===== src/ailms_pkg.sv =====
package ailms_pkg;

    localparam int CFG_ADDR_W = 2;
    localparam int CFG_DATA_W = 16;
    localparam int STEP_W     = 16;
    localparam int TAPS_W     = 3;
    localparam int STEP_FRAC  = 16;

    localparam logic [CFG_ADDR_W-1:0] REG_STEP_SIZE   = 2'd0;
    localparam logic [CFG_ADDR_W-1:0] REG_TAPS_IN_USE = 2'd1;

    localparam logic [STEP_W-1:0] STEP_RESET = 16'd655;
    localparam logic [TAPS_W-1:0] TAPS_RESET = 3'd4;

    typedef logic [2:0] t_pc;

    localparam t_pc PC_WAIT = 3'd0;
    localparam t_pc PC_MACB = 3'd1;
    localparam t_pc PC_MACA = 3'd2;
    localparam t_pc PC_OUT  = 3'd3;
    localparam t_pc PC_GAIN = 3'd4;
    localparam t_pc PC_UPDB = 3'd5;
    localparam t_pc PC_UPDA = 3'd6;

    typedef enum logic [2:0] {
        OP_WAIT,
        OP_MAC_B,
        OP_MAC_A,
        OP_OUT,
        OP_GAIN,
        OP_UPD_B,
        OP_UPD_A
    } t_op;

    typedef enum logic [1:0] {
        C_NONE,
        C_IN,
        C_OUT
    } t_cond;

    typedef struct packed {
        t_op   op;
        t_cond cond;
        logic  loop_tap;
        t_pc   nxt;
        logic  tap_one;
    } t_uword;

    function automatic t_uword ucode(input t_pc pc);
        t_uword w;
        unique case (pc)
            PC_WAIT: w = '{OP_WAIT,  C_IN,   1'b0, PC_MACB, 1'b0};
            PC_MACB: w = '{OP_MAC_B, C_NONE, 1'b1, PC_MACA, 1'b1};
            PC_MACA: w = '{OP_MAC_A, C_NONE, 1'b1, PC_OUT,  1'b0};
            PC_OUT:  w = '{OP_OUT,   C_OUT,  1'b0, PC_GAIN, 1'b0};
            PC_GAIN: w = '{OP_GAIN,  C_NONE, 1'b0, PC_UPDB, 1'b0};
            PC_UPDB: w = '{OP_UPD_B, C_NONE, 1'b1, PC_UPDA, 1'b1};
            PC_UPDA: w = '{OP_UPD_A, C_NONE, 1'b1, PC_WAIT, 1'b0};
            default: w = '{OP_WAIT,  C_NONE, 1'b0, PC_WAIT, 1'b0};
        endcase
        return w;
    endfunction

endpackage


===== src/ailms_in_if.sv =====
interface ailms_in_if #(parameter int W = 16) ();
    logic                valid;
    logic                ready;
    logic signed [W-1:0] sample_in;
    logic signed [W-1:0] desired_in;

    modport source (output valid, output sample_in, output desired_in, input ready);
    modport sink (input valid, input sample_in, input desired_in, output ready);
endinterface


===== src/ailms_out_if.sv =====
interface ailms_out_if #(parameter int W = 16) ();
    logic                valid;
    logic                ready;
    logic signed [W-1:0] filtered_out;
    logic signed [W-1:0] error_out;

    modport source (output valid, output filtered_out, output error_out, input ready);
    modport sink (input valid, input filtered_out, input error_out, output ready);
endinterface


===== src/adaptive_iir_lms_filter.sv =====
// Items are processed one at a time: a new input is taken only once the
// coefficient update for the last one is done, as the single shared multiplier
// is stepped over every tap by the microcode sequencer.
// A finished result waits in the output register while the next item is taken.
// Reset (synchronous, active low) clears histories, coefficients, sequencer
// and output valid, and loads step_size 655 and taps_in_use 4.
module adaptive_iir_lms_filter
    import ailms_pkg::*;
#(
    parameter int MAX_ORDER   = 4,
    parameter int SAMPLE_BITS = 16,
    parameter int COEF_BITS   = 24
) (
    input  logic                  i_clk,
    input  logic                  i_rst_n,
    input  logic                  i_cfg_we,
    input  logic [CFG_ADDR_W-1:0] i_cfg_addr,
    input  logic [CFG_DATA_W-1:0] i_cfg_data,
    ailms_in_if.sink              i_in,
    ailms_out_if.source           o_out
);

    localparam int DEPTH    = MAX_ORDER + 1;
    localparam int TAP_W    = $clog2(DEPTH);
    localparam int SB       = SAMPLE_BITS;
    localparam int SF       = SB - 1;
    localparam int CB       = COEF_BITS;
    localparam int CF       = CB - 4;
    localparam int MA_T     = (CB > SB) ? CB : SB;
    localparam int MA_W     = (MA_T > STEP_W + 1) ? MA_T : STEP_W + 1;
    localparam int MUL_W    = MA_W + SB;
    localparam int ACC_NEED = CB + SB + $clog2(2 * DEPTH);
    localparam int ACC_W    = (ACC_NEED > 64) ? 64 : ACC_NEED;
    localparam int RND_W    = (ACC_NEED >= 64) ? 64 : ACC_NEED + 1;
    localparam int WIDE     = (MUL_W > ACC_W) ? MUL_W : ACC_W;
    localparam int S_SH     = 2 * SF - CF;
    localparam int SH_R     = (S_SH > 0) ? S_SH : 0;
    localparam int SH_L     = (S_SH < 0) ? -S_SH : 0;
    localparam int U_HS     = (SH_R > 0) ? SH_R - 1 : 0;
    localparam int UPD_W    = MUL_W + SH_L + 2;

    localparam logic signed [SB-1:0]    S_MAX  = {1'b0, {SF{1'b1}}};
    localparam logic signed [SB-1:0]    S_MIN  = {1'b1, {SF{1'b0}}};
    localparam logic signed [CB-1:0]    C_MAX  = {1'b0, {(CB-1){1'b1}}};
    localparam logic signed [CB-1:0]    C_MIN  = {1'b1, {(CB-1){1'b0}}};
    localparam logic signed [RND_W-1:0] Y_HALF = RND_W'(1) << (CF - 1);
    localparam logic signed [MUL_W-1:0] G_HALF = MUL_W'(1) << (STEP_FRAC - 1);
    localparam logic signed [UPD_W-1:0] U_HALF = (SH_R > 0) ? (UPD_W'(1) << U_HS) : '0;

    logic [STEP_W-1:0]          r_step;
    logic [TAPS_W-1:0]          r_taps;
    logic signed [SB-1:0]       r_xh [DEPTH];
    logic signed [SB-1:0]       r_yh [DEPTH];
    logic signed [CB-1:0]       r_b [DEPTH];
    logic signed [CB-1:0]       r_a [DEPTH];
    t_pc                        r_pc;
    logic [TAP_W-1:0]           r_tap;
    logic signed [ACC_W-1:0]    r_acc;
    logic signed [SB-1:0]       r_d;
    logic signed [SB-1:0]       r_g;
    logic                       r_ov;
    logic signed [SB-1:0]       r_y;
    logic signed [SB-1:0]       r_e;

    t_uword                     uw;
    logic [TAP_W-1:0]           ord;
    logic                       tap_last;
    logic                       in_fire;
    logic                       out_free;
    logic                       go;
    logic                       done;
    logic signed [MA_W-1:0]     mul_a;
    logic signed [SB-1:0]       mul_b;
    logic signed [MUL_W-1:0]    mul;
    logic signed [WIDE-1:0]     prod_wide;
    logic signed [ACC_W-1:0]    prod_acc;
    logic signed [ACC_W-1:0]    acc_sum;
    logic signed [RND_W-1:0]    y_rnd;
    logic signed [RND_W-1:0]    y_sh;
    logic signed [SB-1:0]       y_val;
    logic signed [SB:0]         e_diff;
    logic signed [SB-1:0]       e_val;
    logic signed [MUL_W-1:0]    g_rnd;
    logic signed [SB-1:0]       g_val;
    logic signed [UPD_W-1:0]    u_prod;
    logic signed [UPD_W-1:0]    u_step;
    logic signed [CB-1:0]       u_cf;
    logic signed [UPD_W-1:0]    u_sum;
    logic signed [CB-1:0]       c_new;

    assign uw       = ucode(r_pc);
    assign tap_last = (r_tap == ord);
    assign i_in.ready = (uw.op == OP_WAIT);
    assign in_fire  = i_in.valid && i_in.ready;
    assign out_free = !r_ov || o_out.ready;

    assign o_out.valid        = r_ov;
    assign o_out.filtered_out = r_y;
    assign o_out.error_out    = r_e;

    always_comb begin
        if (r_taps == '0) begin
            ord = TAP_W'(1);
        end else if (int'(r_taps) > MAX_ORDER) begin
            ord = TAP_W'(MAX_ORDER);
        end else begin
            ord = TAP_W'(r_taps);
        end
    end

    always_comb begin
        case (uw.cond)
            C_IN:    go = in_fire;
            C_OUT:   go = out_free;
            default: go = 1'b1;
        endcase
        done = go && (!uw.loop_tap || tap_last);
    end

    always_comb begin
        unique case (uw.op)
            OP_MAC_B: begin
                mul_a = MA_W'(r_b[r_tap]);
                mul_b = r_xh[r_tap];
            end
            OP_MAC_A: begin
                mul_a = MA_W'(r_a[r_tap]);
                mul_b = r_yh[r_tap - 1'b1];
            end
            OP_GAIN: begin
                mul_a = MA_W'(signed'({1'b0, r_step}));
                mul_b = r_e;
            end
            OP_UPD_B: begin
                mul_a = MA_W'(r_g);
                mul_b = r_xh[r_tap];
            end
            OP_UPD_A: begin
                mul_a = MA_W'(r_g);
                mul_b = r_yh[r_tap];
            end
            default: begin
                mul_a = '0;
                mul_b = '0;
            end
        endcase
    end

    assign mul = mul_a * mul_b;

    always_comb begin
        prod_wide = WIDE'(mul);
        prod_acc  = signed'(prod_wide[ACC_W-1:0]);
        acc_sum   = (uw.op == OP_MAC_A) ? r_acc - prod_acc : r_acc + prod_acc;
    end

    always_comb begin
        y_rnd = RND_W'(r_acc) + Y_HALF;
        y_sh  = y_rnd >>> CF;
        if (y_sh[RND_W-1:SF] == '0 || y_sh[RND_W-1:SF] == '1) begin
            y_val = y_sh[SB-1:0];
        end else begin
            y_val = y_sh[RND_W-1] ? S_MIN : S_MAX;
        end
        e_diff = {r_d[SB-1], r_d} - {y_val[SB-1], y_val};
        if (e_diff[SB] == e_diff[SB-1]) begin
            e_val = e_diff[SB-1:0];
        end else begin
            e_val = e_diff[SB] ? S_MIN : S_MAX;
        end
    end

    always_comb begin
        g_rnd = (mul + G_HALF) >>> STEP_FRAC;
        g_val = g_rnd[SB-1:0];
    end

    always_comb begin
        u_prod = UPD_W'(mul);
        if (S_SH > 0) begin
            u_step = (u_prod + U_HALF) >>> SH_R;
        end else begin
            u_step = u_prod <<< SH_L;
        end
        u_cf = (uw.op == OP_UPD_A) ? r_a[r_tap] : r_b[r_tap];
        u_sum = (uw.op == OP_UPD_A) ? UPD_W'(u_cf) - u_step : UPD_W'(u_cf) + u_step;
        if (u_sum[UPD_W-1:CB-1] == '0 || u_sum[UPD_W-1:CB-1] == '1) begin
            c_new = u_sum[CB-1:0];
        end else begin
            c_new = u_sum[UPD_W-1] ? C_MIN : C_MAX;
        end
    end

    always_ff @(posedge i_clk) begin
        if (!i_rst_n) begin
            r_step <= STEP_RESET;
            r_taps <= TAPS_RESET;
            r_pc   <= PC_WAIT;
            r_tap  <= '0;
            r_ov   <= 1'b0;
            for (int k = 0; k < DEPTH; k++) begin
                r_xh[k] <= '0;
                r_yh[k] <= '0;
                r_b[k]  <= '0;
                r_a[k]  <= '0;
            end
        end else begin
            if (i_cfg_we) begin
                unique case (i_cfg_addr)
                    REG_STEP_SIZE:   r_step <= i_cfg_data[STEP_W-1:0];
                    REG_TAPS_IN_USE: r_taps <= i_cfg_data[TAPS_W-1:0];
                    default: ;
                endcase
            end

            if (o_out.ready) begin
                r_ov <= 1'b0;
            end

            unique case (uw.op) inside
                OP_WAIT: begin
                    if (in_fire) begin
                        for (int k = DEPTH - 1; k > 0; k--) begin
                            r_xh[k] <= r_xh[k-1];
                        end
                        r_xh[0] <= i_in.sample_in;
                        r_d     <= i_in.desired_in;
                        r_acc   <= '0;
                    end
                end
                OP_MAC_B, OP_MAC_A: begin
                    r_acc <= acc_sum;
                end
                OP_OUT: begin
                    if (out_free) begin
                        for (int k = DEPTH - 1; k > 0; k--) begin
                            r_yh[k] <= r_yh[k-1];
                        end
                        r_yh[0] <= y_val;
                        r_y     <= y_val;
                        r_e     <= e_val;
                        r_ov    <= 1'b1;
                    end
                end
                OP_GAIN: begin
                    r_g <= g_val;
                end
                OP_UPD_B: begin
                    r_b[r_tap] <= c_new;
                end
                OP_UPD_A: begin
                    r_a[r_tap] <= c_new;
                end
                default: ;
            endcase

            if (done) begin
                r_pc  <= uw.nxt;
                r_tap <= uw.tap_one ? TAP_W'(1) : '0;
            end else if (go) begin
                r_tap <= r_tap + 1'b1;
            end
        end
    end

endmodule


===== src/flat_wrapper.sv =====
// flat-port wrapper written by rule: the top's interface ports become plain ports
module adaptive_iir_lms_filter_flat import ailms_pkg::*;
#(
    parameter int MAX_ORDER   = 4,
    parameter int SAMPLE_BITS = 16,
    parameter int COEF_BITS   = 24
)
  (i_clk, i_rst_n, i_cfg_we, i_cfg_addr, i_cfg_data, i_in_valid, i_in_sample_in, i_in_desired_in, i_in_ready, o_out_valid, o_out_filtered_out, o_out_error_out, o_out_ready);
  ailms_in_if #(.W((16))) i_in_i ();
  ailms_out_if #(.W((16))) o_out_i ();
  input  logic i_clk;
  input  logic i_rst_n;
  input  logic i_cfg_we;
  input  logic [CFG_ADDR_W-1:0] i_cfg_addr;
  input  logic [CFG_DATA_W-1:0] i_cfg_data;
  input wire logic [$bits(i_in_i.valid)-1:0] i_in_valid;
  input wire logic [$bits(i_in_i.sample_in)-1:0] i_in_sample_in;
  input wire logic [$bits(i_in_i.desired_in)-1:0] i_in_desired_in;
  output wire logic [$bits(i_in_i.ready)-1:0] i_in_ready;
  output wire logic [$bits(o_out_i.valid)-1:0] o_out_valid;
  output wire logic [$bits(o_out_i.filtered_out)-1:0] o_out_filtered_out;
  output wire logic [$bits(o_out_i.error_out)-1:0] o_out_error_out;
  input wire logic [$bits(o_out_i.ready)-1:0] o_out_ready;
  assign i_in_i.valid = i_in_valid;
  assign i_in_i.sample_in = i_in_sample_in;
  assign i_in_i.desired_in = i_in_desired_in;
  assign i_in_ready = i_in_i.ready;
  assign o_out_valid = o_out_i.valid;
  assign o_out_filtered_out = o_out_i.filtered_out;
  assign o_out_error_out = o_out_i.error_out;
  assign o_out_i.ready = o_out_ready;
  adaptive_iir_lms_filter #(.MAX_ORDER(MAX_ORDER), .SAMPLE_BITS(SAMPLE_BITS), .COEF_BITS(COEF_BITS)) u_core (.i_clk(i_clk), .i_rst_n(i_rst_n), .i_cfg_we(i_cfg_we), .i_cfg_addr(i_cfg_addr), .i_cfg_data(i_cfg_data), .i_in(i_in_i), .o_out(o_out_i));
endmodule

===== config.mk =====
export PLATFORM = sky130hd
export DESIGN_NAME = adaptive_iir_lms_filter_flat
export DESIGN_NICKNAME = d
export VERILOG_FILES = /design/src/ailms_pkg.sv /design/src/ailms_in_if.sv /design/src/ailms_out_if.sv /design/src/adaptive_iir_lms_filter.sv /design/src/flat_wrapper.sv
export SDC_FILE = /design/constraint.sdc
export NUM_CORES = 2
export LEC_CHECK = 0
export ABC_AREA = 1
export BUFFER_PORTS_ARGS = -buffer_cell sky130_fd_sc_hd__buf_2
export CORE_MARGIN = 2
export CORE_UTILIZATION = 55
export DETAILED_ROUTE_END_ITERATION = 6
export PLACE_DENSITY = 0.71
export RECOVER_POWER = 50
export SYNTH_ARGS = -nofsm -noshare
export SYNTH_HDL_FRONTEND = slang
export SYNTH_SLANG_ARGS = --single-unit

===== constraint.sdc =====
create_clock -name i_clk -period 18.9 [get_ports i_clk]
set_input_delay 0.945 -clock i_clk [delete_from_list [all_inputs] [get_ports i_clk]]
set_output_delay 0.945 -clock i_clk [all_outputs]
set_load 0.1 [all_outputs]

# Yosys cells after proc, flatten, opt, wreduce, memory -nomap -nowiden

Memory sizes are Yosys's and may differ from the RTL's. A register that Yosys moved wholly into a read port is not among the register bits.
Index checks and enable logic that the tools add are counted.

Flip-flop bits (word level): 134
Bits in latches: 0
Memory bits (writable): 400
ROM bits: 0
Bits of input ports: 55
Word-level logic and storage cells: 145
Memories kept: 4

$add $sub $neg: 10
$mul: 1
Div/mod/pow operators: 0
Order comparisons: 1
Equality and inequality tests: 20
Shifts and indexed selects: 0
Muxes and demuxes: 62
Bitwise logic cells: 10
Reductions and logical operators: 27

Memories:

| memory      | depth | width | read ports | clocked after memory_dff | write ports | RTL line                      | RTL |
|---|---|---|---|---|---|---|---|
| u_core.r_a  | 5     | 24    | 1          | 1                        | 5           | adaptive_iir_lms_filter.sv:55 | `logic signed [CB-1:0] r_a [DEPTH];` |
| u_core.r_b  | 5     | 24    | 1          | 1                        | 5           | adaptive_iir_lms_filter.sv:54 | `logic signed [CB-1:0] r_b [DEPTH];` |
| u_core.r_xh | 5     | 16    | 5          | 1                        | 5           | adaptive_iir_lms_filter.sv:52 | `logic signed [SB-1:0] r_xh [DEPTH];` |
| u_core.r_yh | 5     | 16    | 6          | 1                        | 5           | adaptive_iir_lms_filter.sv:53 | `logic signed [SB-1:0] r_yh [DEPTH];` |

Operators with widths:

| operator                                                          | count |
|---|---|
| 16-bit two-way mux                                                | 14 |
| 24-bit two-way mux                                                | 5 |
| 24-bit case mux with 4 select lines                               | 1 |
| 44-bit two-way mux                                                | 2 |
| 44-bit case mux with 2 select lines                               | 1 |
| 10-bit case mux with 7 select lines                               | 1 |
| 16-bit case mux with 4 select lines                               | 1 |
| 24-bit OR reduction                                               | 2 |
| 44-bit by 21-bit adder with 45-bit output (second input constant) | 1 |
| 44-bit by 40-bit adder with 44-bit output                         | 1 |
| 44-bit by 40-bit subtractor with 44-bit output                    | 1 |
| 3-bit two-way mux                                                 | 14 |
| 42-bit two-way mux                                                | 1 |
| 40-bit by 11-bit adder with 41-bit output (second input constant) | 1 |
| 24-bit by 16-bit multiplier with 40-bit output                    | 1 |
| 24-bit by 31-bit adder with 32-bit output                         | 1 |
| 32-bit by 17-bit adder with 32-bit output (second input constant) | 1 |
| 24-bit by 31-bit subtractor with 32-bit output                    | 1 |
| 30-bit == test (second input constant)                            | 1 |
| 30-bit logical NOT                                                | 1 |
| 1-bit two-way mux                                                 | 21 |
| 19-bit == test (second input constant)                            | 1 |
| 19-bit logical NOT                                                | 1 |
| 3-bit == test (second input constant)                             | 6 |
| 22 further kinds                                                  | 50 |

# Logic depth before layout (Yosys ltp)

Depth after elaboration: 13
Gate-level depth with buffers: 72

# Worst setup path before layout

Ideal clock, no wire load.

Kind: reg-to-reg
From: register u_core.r_tap[0]
To: memory u_core.r_a[5][17] in the netlist's numbering (data pin)
Arrival: 11.057 ns
Data required time: 18.624 ns
Path slack: 7.567 ns
Cell stages (with the launch flop): 65
Buffers on the path: 7
Period minus slack after synthesis: 11.333 ns
Cells stage by stage: dfxtp_1 > clkbuf_1 > inv_1 > clkbuf_1 > ha_1 > clkbuf_1 > clkbuf_1 > o21ai_0 > o211ai_1 > o211ai_1 > o2111ai_1 > clkbuf_1 > nand2_1 > fa_1 > inv_1 > fa_1 > inv_1 > fa_1 > [29 not listed] > xnor2_1 > ha_1 > nand2_1 > nor2_1 > inv_1 > o221a_2 > nand3_1 > nand2_1 > o211ai_1 > a21oi_1 > xnor2_1 > inv_1 > nand2_2 > nand3_4 > buf_6 > nand2_1 > buf_6 > nand2_1

RTL lines:

| item                   | RTL line                       | RTL |
|---|---|---|
| from (decl)            | adaptive_iir_lms_filter.sv:57  | `logic [TAP_W-1:0] r_tap;` |
| from (signal assigned) | adaptive_iir_lms_filter.sv:259 | `r_tap <= uw.tap_one ? TAP_W'(1) : '0;` |
| from (signal assigned) | adaptive_iir_lms_filter.sv:261 | `r_tap <= r_tap + 1'b1;` |
| to (decl)              | adaptive_iir_lms_filter.sv:55  |  |

==> results.md <==
- Outcome: complete, but fails checks
- Failing checks: max-capacitance violations, max-slew violations
- Fraction of layout cells with a size suffix above 1: 0.0783
- Syn nets: roughly 7.0k
- CP required: around 19 ns
- Total GRT Usage: 0.330
- NumNets Final: ~7.0k
- Crit-path leading delay family: simple AND/OR/NAND/NOR gates
- N_diodes: 0
- ANT nets after route: 0
- Num rows: around 110
- EDFF count, synth: about 650
- Pre-Repair DR Iteration Count: 6
- Placer Congestion: ~0.99
- Highest clock rate: roughly 67 MHz
- CTS tree: done
- IO Pins: a little under 90
- Tmin final: approximately 15 ns
- Critical path's largest stage delay: between 0.8 and 0.9 ns
- Setup_tns: 0 ns
- Post-CTS sizing: 0
- WL final: 165 mm
- Initial drt markers: ~5.3k
- Routed vias/inst: about 5.8
- Synth Flop Type: edfxtp_1
- Postcts setup bufs: 0
- First-pass GRT wire length: 251 mm
- Post-Syn Instances: approximately 6.4k
- Ys async rst share: 0
- Multi-input gate area in the final layout: about 28,000 um^2
- Mapped cell area: about 54,000 um^2
- Avg WL per Cell: ~21 um
- Fin Clk Skew: about 0.025 ns
- Die Y: about 320 um
- Slowest-stage cell, CP: buf_4
- Max transition margin: -1.46
- WS Path Type: reg2reg
- Worst setup EP type: flip-flop
- Number of global-route vias before repair: between 40k and 50k
- Final hold violations: 0
- Core area: between 90,000 and 100,000 um^2
- DRC: 0
- TritonCTS Sinks: slightly below 700
- Tcrit/Tclk final: 0.790
- Detail Placement HPWL: around 120 mm
- Distinct cells, synth: 60
- FF+latch count, synth: approximately 680
- Initial antenna violation count: 6
- Fill count: 8,698
- CTS buffer count: 77
- Max Buffers Root-to-Sink: 3
- Storage element area: 20,200 um^2
- Sequential-to-total area share from yosys stat: 0.374
- GRT Residual Overflow: 0
- CP startpoint kind: flip-flop
- Critical path arrival: roughly 15 ns
- Area leader, netlist: edfxtp_1
- Starting Density: 0.556
- Final Max Tran Viols: between 700 and 800
- Worst min-delay path class: reg2reg
- Synth area leaders: edfxtp_1, fa_1, nand2_1
- H-tree Lvls: 3
- Die area: 101,000 um^2
- Syn-to-layout area delta: 7.35%
- Unrepaired setup endpoints after global routing: false
- IO Port Bufs: a little under 90
- Worst Path Buf+Inv: 16
- Total number of vias: around 45k
- Ys Warns: 0
- Most common cell on crit path: inv_1
- Worst-Margin Slew: 3.70 ns
- Max-Cap Viols: 20
- Synth top area share: 0.363
- Reg clk slew, reported paths: roughly 0.06 ns
- Clock Latency Late Sink: approximately 0.66 ns
- Syn_area_per_cell: approximately 8.5 um^2
- Pin count of the biggest net entering global routing: approximately 180
- Die W: between 300 and 400 um
- CP max FO: a little over 80
- Setup violators final: 0
- Hold buffer count at CTS: 0
- Clk root buf: clkbuf_16
==> logic make-up after synthesis <==
group	after synthesis	synth area share
buf+inv	1387	0.102
xor+xnor	169	0.0284
compound gates	1215	0.131
fa+ha+maj	581	0.187
simple gates	2316	0.177
mux	1	0.000186
flops	681	0.374
==> area by class of cell <==
class / instances / share of cell area
well taps: 1276 / 0.0276
multi-input cells: 4282 / 0.489
flip-flops and latches: 681 / 0.348
clock inverters: 46 / 0.00843
clock buffers: 91 / 0.0346
repair buffers: 190 / 0.0194
inverters: 1111 / 0.0722
==> stage by stage <==
stage | hold WS [ns] | instances | area (um^2) | util | setup slack, ns
after floorplan | 0.425 | 6350 | 53900 | - | 7.57
after global placement | 0.437 | 7540 | 55500 | 0.573 | 4.20
after detailed placement | 0.445 | 7540 | 55500 | 0.573 | 4.26
after CTS | 0.447 | 7677 | 58000 | 0.598 | 4.19
after global routing | 0.456 | 7677 | 57900 | 0.597 | 2.85
final | 0.452 | 7677 | 57900 | 0.597 | 3.96
==> path summary, 6_finish.rpt <==
check,startpoint,endpoint,slack (ns),cells past startpoint
max reg2reg,u_core.r_pc[0],u_core.r_b[2][8],3.96,58
min reg2reg,u_core.r_step[12],u_core.r_step[12],0.45,2
min,u_core.r_step[12],u_core.r_step[12],0.45,2
max,u_core.r_pc[0],u_core.r_b[2][8],3.96,58
==> metal layers <==
metal / global-route usage / vias to the layer above / routed length (um)
met1: 0.458 / 21300 / 66600
met5: 0 / - / 51
li1: - / 20500 / -
met2: 0.500 / 2329 / 72500
met3: 0.0814 / 392 / 19000
met4: 0.130 / 6 / 6930
==> worst min-delay path, delay by kind of cell (launching register included) <==
kind,cells,cell delay (ns)
DFF,1,0.30
buffers and inverters,1,0.05
AOI/OAI and AO/OA,1,0.05
==> registers in the layout (all words and copies together), names as in the netlist, 16 cells and up, named ones only <==
| name | cells |
|---|---|
| u_core.r_yh | 80 |
| u_core.o_out.error_out | 16 |
| u_core.r_b | 192 |
| u_core.r_step | 16 |
| u_core.r_xh | 80 |
| u_core.r_acc | 44 |
| u_core.r_g | 16 |
| u_core.r_d | 16 |
| u_core.o_out.filtered_out | 16 |
| u_core.r_a | 192 |
==> cells in the final DEF, fill, tap and decap left out, drive strengths merged, types with 4 or more instances in the layout <==
cell type,instances
buf,136
fa,378
and2,4
ha,203
or2,8
a21o,8
inv,1086
edfxtp,652
o21a,21
o211ai,62
nand4,57
nor4,11
bufinv,7
a31oi,13
nand2,1203
o22ai,46
nand3b,8
nor3,59
dfxtp,29
xnor2,49
o21bai,7
a21oi,483
clkinv,61
nand3,119
xor2,120
nor2,843
clkbuf,145
o21ai,503
o221ai,53
o2111ai,8
==> cell usage after synthesis (35+ instances only) <==
library cell / number
nand2_1: 1148
clkbuf_1: 205
a21oi_2: 99
nand2_2: 51
fa_1: 378
buf_6: 35
xor2_1: 117
ha_1: 203
o22ai_1: 46
nand3_1: 113
o21ai_0: 497
o211ai_1: 62
nor2_1: 812
edfxtp_1: 652
xnor2_1: 47
nand4_1: 57
o221ai_1: 53
inv_1: 1061
nor3_1: 52
a21oi_1: 384
Power is left out: the tool's default activity adds up to more than one toggle a clock period on the data nets, which glitch-free logic cannot reach.
